<file path="src/sv/wss_pkg.sv">
// Shared constants, types and a helper function of the wildcard signature scanner.
package wss_pkg;

  localparam int unsigned WINDOW_BYTES = 32;
  localparam int unsigned PATTERN_MAX  = 16;
  localparam int unsigned JOB_DEPTH    = 2;

  localparam int unsigned CFG_INDEX_W  = 3;
  localparam int unsigned CFG_DATA_W   = 64;
  localparam int unsigned WORD_W       = 32;
  localparam int unsigned LEN_REG_W    = 5;
  localparam int unsigned OFFSET_W     = 5;
  localparam int unsigned MODE_W       = 2;

  // Bytes in a little-endian word, and the length of a relative call instruction.
  localparam int unsigned WORD_BYTES   = 4;
  localparam int unsigned CALL_LEN     = 5;

  typedef enum logic [CFG_INDEX_W-1:0] {
    REG_PATTERN_LOW  = 3'd0,
    REG_PATTERN_HIGH = 3'd1,
    REG_PATTERN_LEN  = 3'd2,
    REG_EXTRACT_OFS  = 3'd3,
    REG_EXTRACT_MODE = 3'd4,
    REG_BASE_ADDR    = 3'd5
  } cfg_reg_e;

  typedef enum logic [MODE_W-1:0] {
    MODE_WORD = 2'd0,
    MODE_ADDR = 2'd1,
    MODE_CALL = 2'd2
  } extract_mode_e;

  typedef struct packed {
    logic [CFG_DATA_W-1:0] pattern_low_bytes;
    logic [CFG_DATA_W-1:0] pattern_high_bytes;
    logic [LEN_REG_W-1:0]  pattern_length;
    logic [OFFSET_W-1:0]   extract_offset;
    logic [MODE_W-1:0]     extract_mode;
    logic [WORD_W-1:0]     base_address;
  } cfg_t;

  typedef struct packed {
    logic              end_of_region;
    logic [WORD_W-1:0] bytes_seen;
  } job_meta_t;

  // Pattern byte i, byte 0 in the low bits of the low register.
  function automatic logic [7:0] pattern_byte(input logic [CFG_DATA_W-1:0] lo,
                                              input logic [CFG_DATA_W-1:0] hi,
                                              input int unsigned i);
    logic [7:0] b;
    if (i < 8) begin
      b = lo[8*i +: 8];
    end else begin
      b = hi[8*(i-8) +: 8];
    end
    return b;
  endfunction

endpackage

</file>
<file path="src/sv/wss_ifs.sv">
// Valid/ready channel interfaces for bytes in, results out and configuration writes.
interface wss_byte_if;
  logic       valid;
  logic       ready;
  logic [7:0] data_byte;
  logic       end_of_region;

  modport source (output valid, output data_byte, output end_of_region, input ready);
  modport sink   (input valid, input data_byte, input end_of_region, output ready);
endinterface

interface wss_result_if;
  logic        valid;
  logic        ready;
  logic        result_kind;
  logic [31:0] match_address;
  logic [31:0] extracted_value;
  logic        beyond_region;
  logic        last_of_run;

  modport source (output valid, output result_kind, output match_address,
                  output extracted_value, output beyond_region, output last_of_run,
                  input ready);
  modport sink   (input valid, input result_kind, input match_address,
                  input extracted_value, input beyond_region, input last_of_run,
                  output ready);
endinterface

interface wss_cfg_if;
  logic        valid;
  logic        ready;
  logic [2:0]  reg_index;
  logic [63:0] write_data;

  modport source (output valid, output reg_index, output write_data, input ready);
  modport sink   (input valid, input reg_index, input write_data, output ready);
endinterface

</file>
<file path="src/sv/wss_front.sv">
// Front end: byte window shift line, region counters and job generation.
module wss_front #(
  parameter int unsigned WindowBytes = wss_pkg::WINDOW_BYTES,
  localparam int unsigned FillW = $clog2(WindowBytes + 1)
) (
  input  logic                         clk_i,
  input  logic                         rst_ni,
  input  logic                         in_valid_i,
  output logic                         in_ready_o,
  input  logic [7:0]                   data_byte_i,
  input  logic                         end_of_region_i,
  output logic                         push_o,
  input  logic                         push_ready_i,
  output logic [WindowBytes-1:0][7:0]  push_win_o,
  output logic [FillW-1:0]             push_fill_o,
  output wss_pkg::job_meta_t           push_meta_o
);
  import wss_pkg::*;

  logic [WindowBytes-1:0][7:0] win_q, win_d;
  logic [FillW-1:0]            fill_q, fill_d, fill_inc;
  logic [WORD_W-1:0]           seen_q, seen_d, seen_inc;
  logic                        accept;

  assign in_ready_o = push_ready_i;
  assign accept     = in_valid_i & push_ready_i;

  always_comb begin
    // Entry 0 holds the newest byte.
    win_d    = {win_q[WindowBytes-2:0], data_byte_i};
    fill_inc = (fill_q == FillW'(WindowBytes)) ? fill_q : fill_q + 1'b1;
    seen_inc = seen_q + 1'b1;
    fill_d   = fill_q;
    seen_d   = seen_q;
    if (accept) begin
      fill_d = end_of_region_i ? '0 : fill_inc;
      seen_d = end_of_region_i ? '0 : seen_inc;
    end
  end

  assign push_o      = accept;
  assign push_win_o  = win_d;
  assign push_fill_o = fill_inc;
  assign push_meta_o = '{end_of_region: end_of_region_i, bytes_seen: seen_inc};

  always_ff @(posedge clk_i or negedge rst_ni) begin
    if (!rst_ni) begin
      fill_q <= '0;
      seen_q <= '0;
    end else begin
      fill_q <= fill_d;
      seen_q <= seen_d;
    end
  end

  // Stale bytes beyond the fill count are never looked at.
  always_ff @(posedge clk_i) begin
    if (accept) begin
      win_q <= win_d;
    end
  end

endmodule

</file>
<file path="src/sv/wss_job_fifo.sv">
// Short job queue between the front end and the match engine.
module wss_job_fifo #(
  parameter int unsigned WindowBytes = wss_pkg::WINDOW_BYTES,
  parameter int unsigned Depth       = wss_pkg::JOB_DEPTH,
  localparam int unsigned FillW = $clog2(WindowBytes + 1),
  localparam int unsigned PtrW  = (Depth > 1) ? $clog2(Depth) : 1,
  localparam int unsigned CntW  = $clog2(Depth + 1)
) (
  input  logic                         clk_i,
  input  logic                         rst_ni,
  input  logic                         push_i,
  output logic                         push_ready_o,
  input  logic [WindowBytes-1:0][7:0]  push_win_i,
  input  logic [FillW-1:0]             push_fill_i,
  input  wss_pkg::job_meta_t           push_meta_i,
  output logic                         head_valid_o,
  input  logic                         pop_i,
  output logic [WindowBytes-1:0][7:0]  head_win_o,
  output logic [FillW-1:0]             head_fill_o,
  output wss_pkg::job_meta_t           head_meta_o
);
  import wss_pkg::*;

  logic [WindowBytes-1:0][7:0] win_q  [Depth];
  logic [FillW-1:0]            fill_q [Depth];
  job_meta_t                   meta_q [Depth];
  logic [PtrW-1:0]             wr_ptr_q, rd_ptr_q;
  logic [CntW-1:0]             count_q, count_d;

  function automatic logic [PtrW-1:0] next_ptr(input logic [PtrW-1:0] p);
    return (p == PtrW'(Depth - 1)) ? '0 : p + 1'b1;
  endfunction

  assign push_ready_o = (count_q != CntW'(Depth));
  assign head_valid_o = (count_q != '0);
  assign head_win_o   = win_q[rd_ptr_q];
  assign head_fill_o  = fill_q[rd_ptr_q];
  assign head_meta_o  = meta_q[rd_ptr_q];

  always_comb begin
    case ({push_i, pop_i})
      2'b10:   count_d = count_q + 1'b1;
      2'b01:   count_d = count_q - 1'b1;
      default: count_d = count_q;
    endcase
  end

  always_ff @(posedge clk_i or negedge rst_ni) begin
    if (!rst_ni) begin
      wr_ptr_q <= '0;
      rd_ptr_q <= '0;
      count_q  <= '0;
    end else begin
      count_q <= count_d;
      if (push_i) begin
        wr_ptr_q <= next_ptr(wr_ptr_q);
      end
      if (pop_i) begin
        rd_ptr_q <= next_ptr(rd_ptr_q);
      end
    end
  end

  always_ff @(posedge clk_i) begin
    if (push_i) begin
      win_q[wr_ptr_q]  <= push_win_i;
      fill_q[wr_ptr_q] <= push_fill_i;
      meta_q[wr_ptr_q] <= push_meta_i;
    end
  end

  a_no_push_when_full: assert property (@(posedge clk_i) disable iff (!rst_ni)
    push_i |-> count_q != CntW'(Depth))
    else $error("job queue written while full");

  a_no_pop_when_empty: assert property (@(posedge clk_i) disable iff (!rst_ni)
    pop_i |-> count_q != '0)
    else $error("job queue read while empty");

  a_count_grows: assert property (@(posedge clk_i) disable iff (!rst_ni)
    push_i && !pop_i |=> count_q == $past(count_q) + 1'b1)
    else $error("job queue count lost a write");

endmodule

</file>
<file path="src/sv/wss_back.sv">
// Match engine: walks start positions of a job, checks the pattern and builds results.
module wss_back #(
  parameter int unsigned WindowBytes = wss_pkg::WINDOW_BYTES,
  parameter int unsigned PatternMax  = wss_pkg::PATTERN_MAX,
  localparam int unsigned FillW = $clog2(WindowBytes + 1)
) (
  input  logic                         clk_i,
  input  logic                         rst_ni,
  input  wss_pkg::cfg_t                cfg_i,
  input  logic                         head_valid_i,
  input  logic [WindowBytes-1:0][7:0]  head_win_i,
  input  logic [FillW-1:0]             head_fill_i,
  input  wss_pkg::job_meta_t           head_meta_i,
  output logic                         pop_o,
  output logic                         out_valid_o,
  input  logic                         out_ready_i,
  output logic                         result_kind_o,
  output logic [31:0]                  match_address_o,
  output logic [31:0]                  extracted_value_o,
  output logic                         beyond_region_o,
  output logic                         last_of_run_o
);
  import wss_pkg::*;

  localparam int unsigned IdxW = $clog2(WindowBytes);
  localparam int unsigned SW   = FillW + 2;
  localparam int unsigned LenW = $clog2(PatternMax + 1);

  typedef enum logic [1:0] {ST_IDLE, ST_SCAN, ST_DONE} seq_state_e;

  typedef struct packed {
    logic              done;
    logic              last;
    logic              match;
    logic              beyond;
    logic [WORD_W-1:0] word;
    logic [WORD_W-1:0] seen_minus_d;
  } s1_t;

  typedef struct packed {
    logic              done;
    logic              last;
    logic              beyond;
    logic              add_addr;
    logic [WORD_W-1:0] addr;
    logic [WORD_W-1:0] partial;
  } s2_t;

  typedef struct packed {
    logic              done;
    logic              last;
    logic              beyond;
    logic [WORD_W-1:0] addr;
    logic [WORD_W-1:0] value;
  } s3_t;

  // Effective pattern length and number of bytes a position needs.
  logic [LenW-1:0]  len_eff;
  logic [SW-1:0]    ext_span, need_span;
  logic [FillW-1:0] need, start;

  always_comb begin
    if (cfg_i.pattern_length == '0) begin
      len_eff = LenW'(1);
    end else if (cfg_i.pattern_length > LEN_REG_W'(PatternMax)) begin
      len_eff = LenW'(PatternMax);
    end else begin
      len_eff = LenW'(cfg_i.pattern_length);
    end
    unique case (cfg_i.extract_mode)
      MODE_WORD: ext_span = SW'(cfg_i.extract_offset) + SW'(WORD_BYTES);
      MODE_CALL: ext_span = SW'(cfg_i.extract_offset) + SW'(CALL_LEN);
      default:   ext_span = '0;
    endcase
    need_span = (ext_span > SW'(len_eff)) ? ext_span : SW'(len_eff);
    if (need_span > SW'(WindowBytes)) begin
      need_span = SW'(WindowBytes);
    end
    need  = FillW'(need_span);
    start = (head_fill_i >= need) ? need : head_fill_i;
  end

  // Sequencer.
  seq_state_e       state_q, state_d;
  logic [FillW-1:0] d_q, d_d;
  logic             iss_valid, iss_done, iss_last;
  logic [FillW-1:0] iss_d;
  logic             s1_ready, s2_ready, s3_ready;

  always_comb begin
    state_d   = state_q;
    d_d       = d_q;
    iss_valid = 1'b0;
    iss_done  = 1'b0;
    iss_last  = 1'b0;
    iss_d     = need;
    pop_o     = 1'b0;
    unique case (state_q)
      ST_IDLE: begin
        if (head_valid_i) begin
          if (!head_meta_i.end_of_region) begin
            iss_valid = (head_fill_i >= need);
            iss_last  = 1'b1;
            pop_o     = !iss_valid || s1_ready;
          end else begin
            d_d     = start;
            state_d = (start >= FillW'(len_eff)) ? ST_SCAN : ST_DONE;
          end
        end
      end
      ST_SCAN: begin
        iss_valid = 1'b1;
        iss_d     = d_q;
        if (s1_ready) begin
          if (d_q <= FillW'(len_eff)) begin
            state_d = ST_DONE;
          end else begin
            d_d = d_q - 1'b1;
          end
        end
      end
      ST_DONE: begin
        iss_valid = 1'b1;
        iss_done  = 1'b1;
        iss_last  = 1'b1;
        iss_d     = '0;
        if (s1_ready) begin
          pop_o   = 1'b1;
          state_d = ST_IDLE;
        end
      end
      default: state_d = ST_IDLE;
    endcase
  end

  always_ff @(posedge clk_i or negedge rst_ni) begin
    if (!rst_ni) begin
      state_q <= ST_IDLE;
      d_q     <= '0;
    end else begin
      state_q <= state_d;
      d_q     <= d_d;
    end
  end

  // Position check: every pattern lane compares against the window in parallel.
  logic [PatternMax-1:0][7:0]    pat_b;
  logic [PatternMax-1:0][SW-1:0] pat_idx;
  logic [PatternMax-1:0]         lane_ok;
  logic [SW-1:0]                 ext_base;
  logic [WORD_BYTES-1:0][SW-1:0] ext_dist, ext_idx;
  logic [WORD_BYTES-1:0]         ext_ok;
  logic [WORD_W-1:0]             iss_word;
  logic                          uses_word;
  s1_t                           iss_s1;

  always_comb begin
    for (int i = 0; i < PatternMax; i++) begin
      pat_b[i]   = pattern_byte(cfg_i.pattern_low_bytes, cfg_i.pattern_high_bytes, i);
      pat_idx[i] = SW'(iss_d) - SW'(i) - SW'(1);
      lane_ok[i] = (LenW'(i) >= len_eff) || (pat_b[i] == '0) ||
                   (!pat_idx[i][SW-1] && (head_win_i[pat_idx[i][IdxW-1:0]] == pat_b[i]));
    end
    // The call target reads its rel32 one byte after the opcode.
    ext_base = SW'(iss_d) - SW'(cfg_i.extract_offset) -
               ((cfg_i.extract_mode == MODE_CALL) ? SW'(1) : SW'(0));
    for (int k = 0; k < WORD_BYTES; k++) begin
      ext_dist[k]        = ext_base - SW'(k);
      ext_idx[k]         = ext_dist[k] - SW'(1);
      ext_ok[k]          = !ext_dist[k][SW-1] && (ext_dist[k] != '0);
      iss_word[8*k +: 8] = ext_ok[k] ? head_win_i[ext_idx[k][IdxW-1:0]] : 8'h00;
    end
    uses_word = !iss_done && ((cfg_i.extract_mode == MODE_WORD) ||
                              (cfg_i.extract_mode == MODE_CALL));
    iss_s1.done         = iss_done;
    iss_s1.last         = iss_last;
    iss_s1.match        = iss_done || (&lane_ok);
    iss_s1.beyond       = uses_word && !(&ext_ok);
    iss_s1.word         = iss_word;
    iss_s1.seen_minus_d = head_meta_i.bytes_seen - WORD_W'(iss_d);
  end

  // Three register stages: check, address and partial sum, final sum.
  logic s1_valid_q, s2_valid_q, s3_valid_q;
  s1_t  s1_q;
  s2_t  s2_q, s2_d;
  s3_t  s3_q, s3_d;

  assign s3_ready = !s3_valid_q || out_ready_i;
  assign s2_ready = !s2_valid_q || s3_ready;
  assign s1_ready = !s1_valid_q || s2_ready;

  always_comb begin
    s2_d.done     = s1_q.done;
    s2_d.last     = s1_q.last;
    s2_d.beyond   = s1_q.beyond;
    s2_d.addr     = cfg_i.base_address + s1_q.seen_minus_d;
    s2_d.add_addr = !s1_q.done && ((cfg_i.extract_mode == MODE_ADDR) ||
                                   (cfg_i.extract_mode == MODE_CALL));
    if (s1_q.done) begin
      s2_d.partial = '0;
    end else begin
      case (cfg_i.extract_mode)
        MODE_WORD: s2_d.partial = s1_q.word;
        MODE_ADDR: s2_d.partial = WORD_W'(cfg_i.extract_offset);
        MODE_CALL: s2_d.partial = s1_q.word + WORD_W'(cfg_i.extract_offset) +
                                  WORD_W'(CALL_LEN);
        default:   s2_d.partial = '0;
      endcase
    end
    s3_d.done   = s2_q.done;
    s3_d.last   = s2_q.last;
    s3_d.beyond = s2_q.beyond;
    s3_d.addr   = s2_q.addr;
    s3_d.value  = s2_q.add_addr ? s2_q.addr + s2_q.partial : s2_q.partial;
  end

  always_ff @(posedge clk_i or negedge rst_ni) begin
    if (!rst_ni) begin
      s1_valid_q <= 1'b0;
      s2_valid_q <= 1'b0;
      s3_valid_q <= 1'b0;
    end else begin
      if (s1_ready) begin
        s1_valid_q <= iss_valid;
      end
      if (s2_ready) begin
        s2_valid_q <= s1_valid_q && s1_q.match;
      end
      if (s3_ready) begin
        s3_valid_q <= s2_valid_q;
      end
    end
  end

  always_ff @(posedge clk_i) begin
    if (s1_ready && iss_valid) begin
      s1_q <= iss_s1;
    end
    if (s2_ready && s1_valid_q) begin
      s2_q <= s2_d;
    end
    if (s3_ready && s2_valid_q) begin
      s3_q <= s3_d;
    end
  end

  assign out_valid_o       = s3_valid_q;
  assign result_kind_o     = s3_q.done;
  assign match_address_o   = s3_q.addr;
  assign extracted_value_o = s3_q.value;
  assign beyond_region_o   = s3_q.beyond;
  assign last_of_run_o     = s3_q.last;

  a_scan_position_nonzero: assert property (@(posedge clk_i) disable iff (!rst_ni)
    state_q == ST_SCAN |-> d_q != '0)
    else $error("scan walked below the first start position");

  a_done_is_last: assert property (@(posedge clk_i) disable iff (!rst_ni)
    s3_valid_q && s3_q.done |-> s3_q.last)
    else $error("done result not marked as last of its run");

  a_check_stage_holds: assert property (@(posedge clk_i) disable iff (!rst_ni)
    s1_valid_q && !s2_ready |=> s1_valid_q && $stable(s1_q))
    else $error("check stage lost its contents under stall");

  a_end_job_retired_by_done: assert property (@(posedge clk_i) disable iff (!rst_ni)
    pop_o && head_meta_i.end_of_region |-> state_q == ST_DONE)
    else $error("end of region request retired before its done result");

endmodule

</file>
<file path="src/sv/wildcard_signature_scanner_unit.sv">
// Top level of the wildcard signature scanner: configuration registers and block wiring.
//
// The byte channel takes one request per region byte, end_of_region set on the final one.
// Every start position where the pattern matches (zero pattern bytes match anything)
// yields one result request on the result channel, overlapping matches included, carrying
// the match address and the value picked by the extract mode. The final byte of a region
// first flushes every position still pending and then yields a done result whose
// match_address is the base address plus the region length.
// The configuration channel is always ready; register i of the list is written by index i.
// The user must write only while no request is in flight; the block does not enforce it.
// Throughput is one byte per cycle while the job queue has room. A byte's job passes through
// the job queue and the check, address and final sum stages; the last is the output register.
// The final byte of a region holds the match engine for its flush: a setup step, a check of
// each pending position (at most the window span less the pattern length plus one) and the
// done result; bytes of the next region queue up behind it in the two-entry job queue.
// Reset restores the register defaults and an empty window; no clearing pass is needed.
// When the receiver stalls, the three engine stages and the job queue fill up and then
// the byte channel drops ready; nothing is lost or repeated.
module wildcard_signature_scanner_unit #(
  parameter int unsigned WindowBytes = wss_pkg::WINDOW_BYTES,
  parameter int unsigned PatternMax  = wss_pkg::PATTERN_MAX,
  parameter int unsigned JobDepth    = wss_pkg::JOB_DEPTH
) (
  input  logic            clk_i,
  input  logic            rst_ni,
  wss_byte_if.sink        byte_i,
  wss_result_if.source    result_o,
  wss_cfg_if.sink         cfg_i
);
  import wss_pkg::*;

  localparam int unsigned FillW = $clog2(WindowBytes + 1);

  // Configuration registers. Writes to indexes past the list are dropped.
  cfg_t cfg_q;

  assign cfg_i.ready = 1'b1;

  always_ff @(posedge clk_i or negedge rst_ni) begin
    if (!rst_ni) begin
      cfg_q.pattern_low_bytes  <= '0;
      cfg_q.pattern_high_bytes <= '0;
      cfg_q.pattern_length     <= LEN_REG_W'(1);
      cfg_q.extract_offset     <= '0;
      cfg_q.extract_mode       <= MODE_WORD;
      cfg_q.base_address       <= '0;
    end else if (cfg_i.valid) begin
      unique case (cfg_i.reg_index)
        REG_PATTERN_LOW:  cfg_q.pattern_low_bytes  <= cfg_i.write_data;
        REG_PATTERN_HIGH: cfg_q.pattern_high_bytes <= cfg_i.write_data;
        REG_PATTERN_LEN:  cfg_q.pattern_length     <= cfg_i.write_data[LEN_REG_W-1:0];
        REG_EXTRACT_OFS:  cfg_q.extract_offset     <= cfg_i.write_data[OFFSET_W-1:0];
        REG_EXTRACT_MODE: cfg_q.extract_mode       <= cfg_i.write_data[MODE_W-1:0];
        REG_BASE_ADDR:    cfg_q.base_address       <= cfg_i.write_data[WORD_W-1:0];
        default: ;
      endcase
    end
  end

  // Front end to job queue.
  logic                        push, push_ready;
  logic [WindowBytes-1:0][7:0] push_win;
  logic [FillW-1:0]            push_fill;
  job_meta_t                   push_meta;

  // Job queue to match engine.
  logic                        head_valid, pop;
  logic [WindowBytes-1:0][7:0] head_win;
  logic [FillW-1:0]            head_fill;
  job_meta_t                   head_meta;

  wss_front #(
    .WindowBytes (WindowBytes)
  ) u_front (
    .clk_i           (clk_i),
    .rst_ni          (rst_ni),
    .in_valid_i      (byte_i.valid),
    .in_ready_o      (byte_i.ready),
    .data_byte_i     (byte_i.data_byte),
    .end_of_region_i (byte_i.end_of_region),
    .push_o          (push),
    .push_ready_i    (push_ready),
    .push_win_o      (push_win),
    .push_fill_o     (push_fill),
    .push_meta_o     (push_meta)
  );

  wss_job_fifo #(
    .WindowBytes (WindowBytes),
    .Depth       (JobDepth)
  ) u_job_fifo (
    .clk_i        (clk_i),
    .rst_ni       (rst_ni),
    .push_i       (push),
    .push_ready_o (push_ready),
    .push_win_i   (push_win),
    .push_fill_i  (push_fill),
    .push_meta_i  (push_meta),
    .head_valid_o (head_valid),
    .pop_i        (pop),
    .head_win_o   (head_win),
    .head_fill_o  (head_fill),
    .head_meta_o  (head_meta)
  );

  wss_back #(
    .WindowBytes (WindowBytes),
    .PatternMax  (PatternMax)
  ) u_back (
    .clk_i             (clk_i),
    .rst_ni            (rst_ni),
    .cfg_i             (cfg_q),
    .head_valid_i      (head_valid),
    .head_win_i        (head_win),
    .head_fill_i       (head_fill),
    .head_meta_i       (head_meta),
    .pop_o             (pop),
    .out_valid_o       (result_o.valid),
    .out_ready_i       (result_o.ready),
    .result_kind_o     (result_o.result_kind),
    .match_address_o   (result_o.match_address),
    .extracted_value_o (result_o.extracted_value),
    .beyond_region_o   (result_o.beyond_region),
    .last_of_run_o     (result_o.last_of_run)
  );

endmodule
</file>
<file path="src/flat_wrapper.sv">
// flat-port wrapper written by rule: the top's interface ports become plain ports
module wildcard_signature_scanner_unit_flat import wss_pkg::*;
#(
  parameter int unsigned WindowBytes = wss_pkg::WINDOW_BYTES,
  parameter int unsigned PatternMax  = wss_pkg::PATTERN_MAX,
  parameter int unsigned JobDepth    = wss_pkg::JOB_DEPTH
)
  (clk_i, rst_ni, byte_i_valid, byte_i_data_byte, byte_i_end_of_region, byte_i_ready, result_o_valid, result_o_result_kind, result_o_match_address, result_o_extracted_value, result_o_beyond_region, result_o_last_of_run, result_o_ready, cfg_i_valid, cfg_i_reg_index, cfg_i_write_data, cfg_i_ready);
  wss_byte_if byte_i_i ();
  wss_result_if result_o_i ();
  wss_cfg_if cfg_i_i ();
  input  logic clk_i;
  input  logic rst_ni;
  input wire logic [$bits(byte_i_i.valid)-1:0] byte_i_valid;
  input wire logic [$bits(byte_i_i.data_byte)-1:0] byte_i_data_byte;
  input wire logic [$bits(byte_i_i.end_of_region)-1:0] byte_i_end_of_region;
  output wire logic [$bits(byte_i_i.ready)-1:0] byte_i_ready;
  output wire logic [$bits(result_o_i.valid)-1:0] result_o_valid;
  output wire logic [$bits(result_o_i.result_kind)-1:0] result_o_result_kind;
  output wire logic [$bits(result_o_i.match_address)-1:0] result_o_match_address;
  output wire logic [$bits(result_o_i.extracted_value)-1:0] result_o_extracted_value;
  output wire logic [$bits(result_o_i.beyond_region)-1:0] result_o_beyond_region;
  output wire logic [$bits(result_o_i.last_of_run)-1:0] result_o_last_of_run;
  input wire logic [$bits(result_o_i.ready)-1:0] result_o_ready;
  input wire logic [$bits(cfg_i_i.valid)-1:0] cfg_i_valid;
  input wire logic [$bits(cfg_i_i.reg_index)-1:0] cfg_i_reg_index;
  input wire logic [$bits(cfg_i_i.write_data)-1:0] cfg_i_write_data;
  output wire logic [$bits(cfg_i_i.ready)-1:0] cfg_i_ready;
  assign byte_i_i.valid = byte_i_valid;
  assign byte_i_i.data_byte = byte_i_data_byte;
  assign byte_i_i.end_of_region = byte_i_end_of_region;
  assign byte_i_ready = byte_i_i.ready;
  assign result_o_valid = result_o_i.valid;
  assign result_o_result_kind = result_o_i.result_kind;
  assign result_o_match_address = result_o_i.match_address;
  assign result_o_extracted_value = result_o_i.extracted_value;
  assign result_o_beyond_region = result_o_i.beyond_region;
  assign result_o_last_of_run = result_o_i.last_of_run;
  assign result_o_i.ready = result_o_ready;
  assign cfg_i_i.valid = cfg_i_valid;
  assign cfg_i_i.reg_index = cfg_i_reg_index;
  assign cfg_i_i.write_data = cfg_i_write_data;
  assign cfg_i_ready = cfg_i_i.ready;
  wildcard_signature_scanner_unit #(.WindowBytes(WindowBytes), .PatternMax(PatternMax), .JobDepth(JobDepth)) u_core (.clk_i(clk_i), .rst_ni(rst_ni), .byte_i(byte_i_i), .result_o(result_o_i), .cfg_i(cfg_i_i));
endmodule
</file>
<file path="config.mk">
export PLATFORM = sky130hd
export DESIGN_NAME = wildcard_signature_scanner_unit_flat
export DESIGN_NICKNAME = d
export VERILOG_FILES = /design/src/sv/wss_pkg.sv /design/src/sv/wss_ifs.sv /design/src/sv/wss_front.sv /design/src/sv/wss_job_fifo.sv /design/src/sv/wss_back.sv /design/src/sv/wildcard_signature_scanner_unit.sv /design/src/flat_wrapper.sv
export SDC_FILE = /design/constraint.sdc
export NUM_CORES = 2
export LEC_CHECK = 0
export BUFFER_PORTS_ARGS = -buffer_cell sky130_fd_sc_hd__buf_2
export CAP_MARGIN = 20
export CORE_MARGIN = 2
export CORE_UTILIZATION = 30
export CTS_BUF_LIST = sky130_fd_sc_hd__clkbuf_4 sky130_fd_sc_hd__clkbuf_8
export DETAILED_ROUTE_END_ITERATION = 8
export SETUP_SLACK_MARGIN = 0.15
export SYNTH_ARGS = -nofsm -noshare
export SYNTH_HDL_FRONTEND = slang
export SYNTH_SLANG_ARGS = --single-unit
</file>
<file path="constraint.sdc">
create_clock -name clk_i -period 17.2 [get_ports clk_i]
set_input_delay 0.86 -clock clk_i [delete_from_list [all_inputs] [get_ports clk_i]]
set_output_delay 0.86 -clock clk_i [all_outputs]
set_load 0.02 [all_outputs]
</file>
Yosys cells after proc, flatten, opt, wreduce, memory -nomap -nowiden
Memory sizes are Yosys's and may differ from the RTL's. Cells that the tools add are included.

Equality and inequality tests: 35. Bitwise logic cells: 1. $lt $le $gt $ge: 42. Reduce and logical (&&, ||, !) cells: 131. Add/subtract/negate cells: 52. Multiplexer cells: 81.

Operator list (count): 8-bit binary-select mux with 5-bit select (20); 8-bit 2-to-1 mux (20); 8-bit == test (16); 8-bit logical NOT (16); 5-bit by 6-bit less-than comparator with 1-bit output, second input constant (20); 7-bit by 2-bit subtractor with 8-bit output, second input constant (15); 32-bit one-hot mux with 3 select lines (1); 32-bit adder (2); 32-bit 2-to-1 mux (2); 6-bit by 4-bit subtractor with 7-bit output, second input constant (8); 6-bit 2-to-1 mux (9); 4-bit by 5-bit >= comparator with 1-bit output, first input constant (8); 1-bit logical OR (39); 6-bit one-hot mux with 2 select lines (3); 32-bit by 1-bit adder with 32-bit output, second input constant (1); 32-bit by 3-bit adder with 32-bit output, second input constant (1); 32-bit by 5-bit adder with 32-bit output (1); 8-bit nonzero test (4); 32-bit by 6-bit subtractor with 32-bit output (1); 6-bit by 3-bit subtractor with 7-bit output, second input constant (4); 1-bit logical AND (27); 1-bit logical NOT (27); 3-bit by 5-bit >= comparator with 1-bit output, first input constant (4); 16-bit AND reduction (1); 44 further kinds (92).

Input port bits: 81. Memories: 3. Register bits: 676. Memory bits (writable): 590. Word-level logic and storage cells: 412. Output and inout bits: 70.

Memory list: u_core.u_job_fifo.win_q (words 2, bits a word 256, read ports 1, clocked after memory_dff 0, write ports 1, line wss_job_fifo.sv:24) `logic [WindowBytes-1:0][7:0] win_q [Depth];`; u_core.u_job_fifo.meta_q (words 2, bits a word 33, read ports 1, clocked after memory_dff 0, write ports 1, line wss_job_fifo.sv:26) `job_meta_t meta_q [Depth];`; u_core.u_job_fifo.fill_q (words 2, bits a word 6, read ports 1, clocked after memory_dff 0, write ports 1, line wss_job_fifo.sv:25) `logic [FillW-1:0] fill_q [Depth];`.

Longest topological paths before layout
Depth in word-level cells: 17. Gate-level depth with buffers: 38. Mapped depth without buffers: 31.

Modules after synthesis
From an unflattened synthesis, not the netlist that was laid out.

Cell total of the unflattened synthesis: 5695. Area total of the unflattened synthesis: 79857.8 sq um.

By module, submodules not included: wss_back (seq. area each 6371.1 sq um, cells an instance 3859, instances 1, area an instance 40684.0 sq um); wss_job_fifo (seq. area each 17817.1 sq um, cells an instance 934, instances 1, area an instance 22466.5 sq um); wss_front (seq. area each 8398.1 sq um, cells an instance 533, instances 1, area an instance 9989.6 sq um); wildcard_signature_scanner_unit (seq. area each 4305.4 sq um, cells an instance 369, instances 1, area an instance 6717.7 sq um).

Worst setup path before layout
OpenSTA, ideal clock, no wires.

Path type: input to register. From: input byte_i_valid. To: memory u_core.u_job_fifo.fill_q[0][0] (netlist name) (enable). Setup slack: 2.806 ns. Cell stages on the path: 3. Arrival time: 13.436 ns. Buffers on the path: 1. Setup time: 0.959 ns. Required time: 16.241 ns. Cells stage by stage: nand2_1 > clkbuf_1 > nor2_1.

Longest elaborated chain between the ends: 3.

RTL lines: from (decl) (line flat_wrapper.sv:14) `input wire logic [$bits(byte_i_i.valid)-1:0] byte_i_valid;`; 1-bit AND (line wss_front.sv:26) `assign accept = in_valid_i & push_ready_i;`; 1-bit 2-to-1 mux (line wss_job_fifo.sv:65) `if (push_i) begin`; 1-bit 2-to-1 mux (not written as such) (line wss_job_fifo.sv:67) `fill_q[wr_ptr_q] <= push_fill_i;`; to (decl) (line wss_job_fifo.sv:25).

No other way between the ends.

==> summary.md <==
| Metric | Value |
|---|---|
| Kind of critical path | `register to register` |
| Clock Sinks | `roughly 1300` |
| Synth Register Bits | `1266` |
| Clock Skew | `just over 0.07 ns` |
| Measured slew at the worst slew-check pin | `1.248 ns` |
| Worst-path clk slew | `0.07 ns` |
| DRT met1 WL | `119.9 mm` |
| Layout cells sized above 1 | `0.2580` |
| First-pass GRT wire length | `413.1 mm` |
| MaxCap Viol Count | `0` |
| Core ar. | `262300 um^2` |
| Die ar. | `267600 um^2` |
| H-Tree Depth | `4` |
| Via count | `between 50000 and 60000` |
| Async set-reset flop share out of synthesis | `0.1777` |
| Crit path max fanout | `27` |
| Cell taking the most area after synthesis | `edfxtp_1` |
| Final WS setup | `between 6 and 7 ns` |
| DR WL met2 | `122.8 mm` |
| GR Overflow Total | `0` |
| Dpl ws | `6.624 ns` |
| Boundary Pins | `151` |
| HPWL Detailed | `215.6 mm` |
| RSZ-0062 raised after global routing | `no` |
| Syn Inst Count | `approximately 6100` |
| Minimum clock period after layout | `10.94 ns` |
| Worst Setup Start Kind | `register` |
| Clock buffer count from CTS | `206` |
| Ys flop type | `edfxtp_1` |
| Largest net degree at the start of global routing | `134` |
| FF-to-FF setup slack | `6.26 ns` |
| Post-synth cell types | `104` |
| Post-cts sizing count | `0` |
| Die Height | `517.3 um` |
| DRC violations left | `0` |
| Yosys warns | `0` |
| Layout area overhead | `12.67%` |
| Nets@finish | `~6500` |
| Hold crit path type | `input port to register` |
| FF-to-FF End | `u_core.u_back.s1_q[65]` |
| Critical Path Start | `u_core.cfg_q[32]` |
| Post-synthesis sequential area ratio | `0.4667` |
| Clk_lat worst skew | `1.03 ns` |
| Post-route setup TNS | `0 ns` |
| Fmax | `0.09143 GHz` |
| Setup crit end | `u_core.u_back.s1_q[65]` |
| Gr usage total | `0.2126` |
| Routed Antenna Nets | `0` |
| Syn_area_per_cell | `13.00 um^2` |
| Synth top area share | `0.3954` |
| Final Hold Viols | `0` |
| Per-cell routed wire length | `29.32 um` |
| Worst path required time | `approximately 18 ns` |
| Fillers | `approximately 25000` |
| Die width | `slightly above 500 um` |
| Worst r2r src | `u_core.cfg_q[32]` |
| Final Wtd Congestion | `1.093` |
| CTS tree | `yes` |
| Final setup fails | `0` |
| Top Metal Used | `met5` |
| Starting density of the core | `0.3014` |
| Clk buf depth | `3` |
| Status | `completed` |
| Row count | `188` |
| Mapped Nets | `6321` |
| Crit path max-delay cell type | `o41ai_1` |
| Vias/cell | `5.884` |
| Number of port buffers | `approximately 150` |
| CP endpoint kind | `register` |
| Clk root buf | `clkbuf_8` |
| 1st-pass router iterations | `9` |
| Final wirelength | `291.8 mm` |
| Crit share post-route | `0.6359` |
| Initial drt markers | `~8500` |
| Vias in the first global route | `55480` |
| Antenna violations before repair | `19` |
| Max_slew headroom | `0.1442` |
| Worst R2R Path Depth | `29` |
| Number of synthesized flops with an enable pin | `about 1000` |
| Met3 wire length | `33.77 mm` |
| Critical Path AT | `approximately 12 ns` |
| Synth area leaders | `edfxtp_1, mux4_2, mux2i_1` |
| Post-Syn Area | `roughly 79000 um^2` |
| Max stage delay on crit path | `between 0.8 and 0.9 ns` |
| Footprint of the multi-input gates | `~40000 um^2` |
| Reg area | `36900 um^2` |
| Count of final max-slew check failures | `0` |
==> placed cells by master (no fill, tap or decap), types with 62 or more instances in the layout <==
cell type  netlist  layout
clkbuf_4         0      62
o21ai_0        310     308
a22oi_1        100     100
dfrtp_1        224     223
nand2_1        349     348
a211oi_1       102      99
xnor2_1        204     184
buf_4           31     213
nor3_1         113     110
nand3_1        128     128
mux2_2         320     320
clkbuf_8         0     225
nor2_1         233     222
a21oi_1        254     254
mux4_2         508     508
ha_1           152     149
inv_1          108     106
mux2i_1        676     676
edfxtp_1      1041    1041
buf_2           78     150
xor2_1         145     136
==> kinds of logic (layout without fill, tap and decap cells) <==
kind of cell,count (synthesis),after routing,synth area share
buffers and inverters,513,861,0.02795
AND/OR/NAND/NOR,1155,1155,0.07021
multiplexers,1509,1509,0.2769
XOR/XNOR,356,356,0.04039
adder cells (fa/ha/maj),159,159,0.02558
other,1,9,0.00004744
AO/OA/AOI/OAI,1124,1124,0.09224
flip-flops,1266,1266,0.4667
==> routing by layer <==
layer / up-vias / track usage
met4: 18 / 0.09561
li1: 24440 / -
met2: 3910 / 0.3091
met3: 784 / 0.06270
met1: 29420 / 0.2910
met5: - / 0
==> worst min-delay path by stage <==
stage                                 startpoint                             to  slack, ns  cells past startpoint
final                        byte_i_data_byte[4]  u_core.u_front.push_win_o[12]       0.09                      1
after global routing         byte_i_data_byte[4]  u_core.u_front.push_win_o[12]       0.06                      1
after CTS                    byte_i_data_byte[4]  u_core.u_front.push_win_o[12]    0.00002                      1
after detailed placement  u_core.u_back.s2_q[65]  u_core.u_back.beyond_region_o       0.42                      0
after global placement    u_core.u_back.s2_q[65]  u_core.u_back.beyond_region_o       0.40                      0
after floorplan           u_core.u_back.s2_q[65]  u_core.u_back.beyond_region_o       0.40                      0
==> per-stage QoR <==
stage               hold slack, ns  utilization  std cells  area [um^2]
finish                     0.08827       0.3396       9954        89070
global route               0.05938       0.3396       9950        89060
CTS                     0.00001577       0.3393       9939        89000
detailed placement          0.4177       0.3229       9566        84680
global placement            0.4041       0.3227       9559        84630
floorplan                   0.4003            -       6083        79050
==> registers in the layout, indices dropped and copies added, names as in the netlist, 12 cells and up <==
signal                           cells
u_core.cfg_q                       172
u_core.u_back.extracted_value_o     32
u_core.u_back.match_address_o       32
u_core.u_back.s1_q                  68
u_core.u_back.s2_q                  68
u_core.u_front.push_win_o          248
u_core.u_front.seen_q               32
u_core.u_job_fifo.fill_q            12
u_core.u_job_fifo.meta_q            66
u_core.u_job_fifo.win_q            512
==> cell type report <==
| type | count | area share |
|---|---|---|
| Multi-Input combinational cell | 4304 | 0.4546 |
| Sequential cell | 1266 | 0.4142 |
| Tap cell | 3515 | 0.04938 |
| Clock buffer | 286 | 0.03991 |
| Timing Repair Buffer | 375 | 0.02832 |
| Clock inverter | 82 | 0.008021 |
| Inverter | 118 | 0.005324 |
| Antenna cell | 8 | 0.0002248 |
==> synthesized netlist by cell type (152+ instances only) <==
cell,number
o21ai_0,310
edfxtp_1,1041
dfrtp_1,224
mux2i_1,676
a21oi_1,254
mux2_2,320
nand2_1,349
clkbuf_1,236
xnor2_1,204
nor2_1,233
mux4_2,508
ha_1,152
==> what timing repair did <==
item / 4_1_cts / 5_1_grt
hold endpoints to repair: 58 / 0
hold buffers: 5 / 0
setup buffers: 0 / 0
==> critical path, delay by kind of cell, from the launching register on <==
kind / cells / cell delay [ns]
compound gates: 14 / 4.84
buf+inv: 6 / 1.92
simple gates: 4 / 1.39
fa+ha+maj: 3 / 1.13
xor+xnor: 1 / 0.52
mux: 1 / 0.42
flops: 1 / 0.41
Power is not shown: default switching activity piles up to over one toggle a cycle in this logic, so the estimate is an artifact.
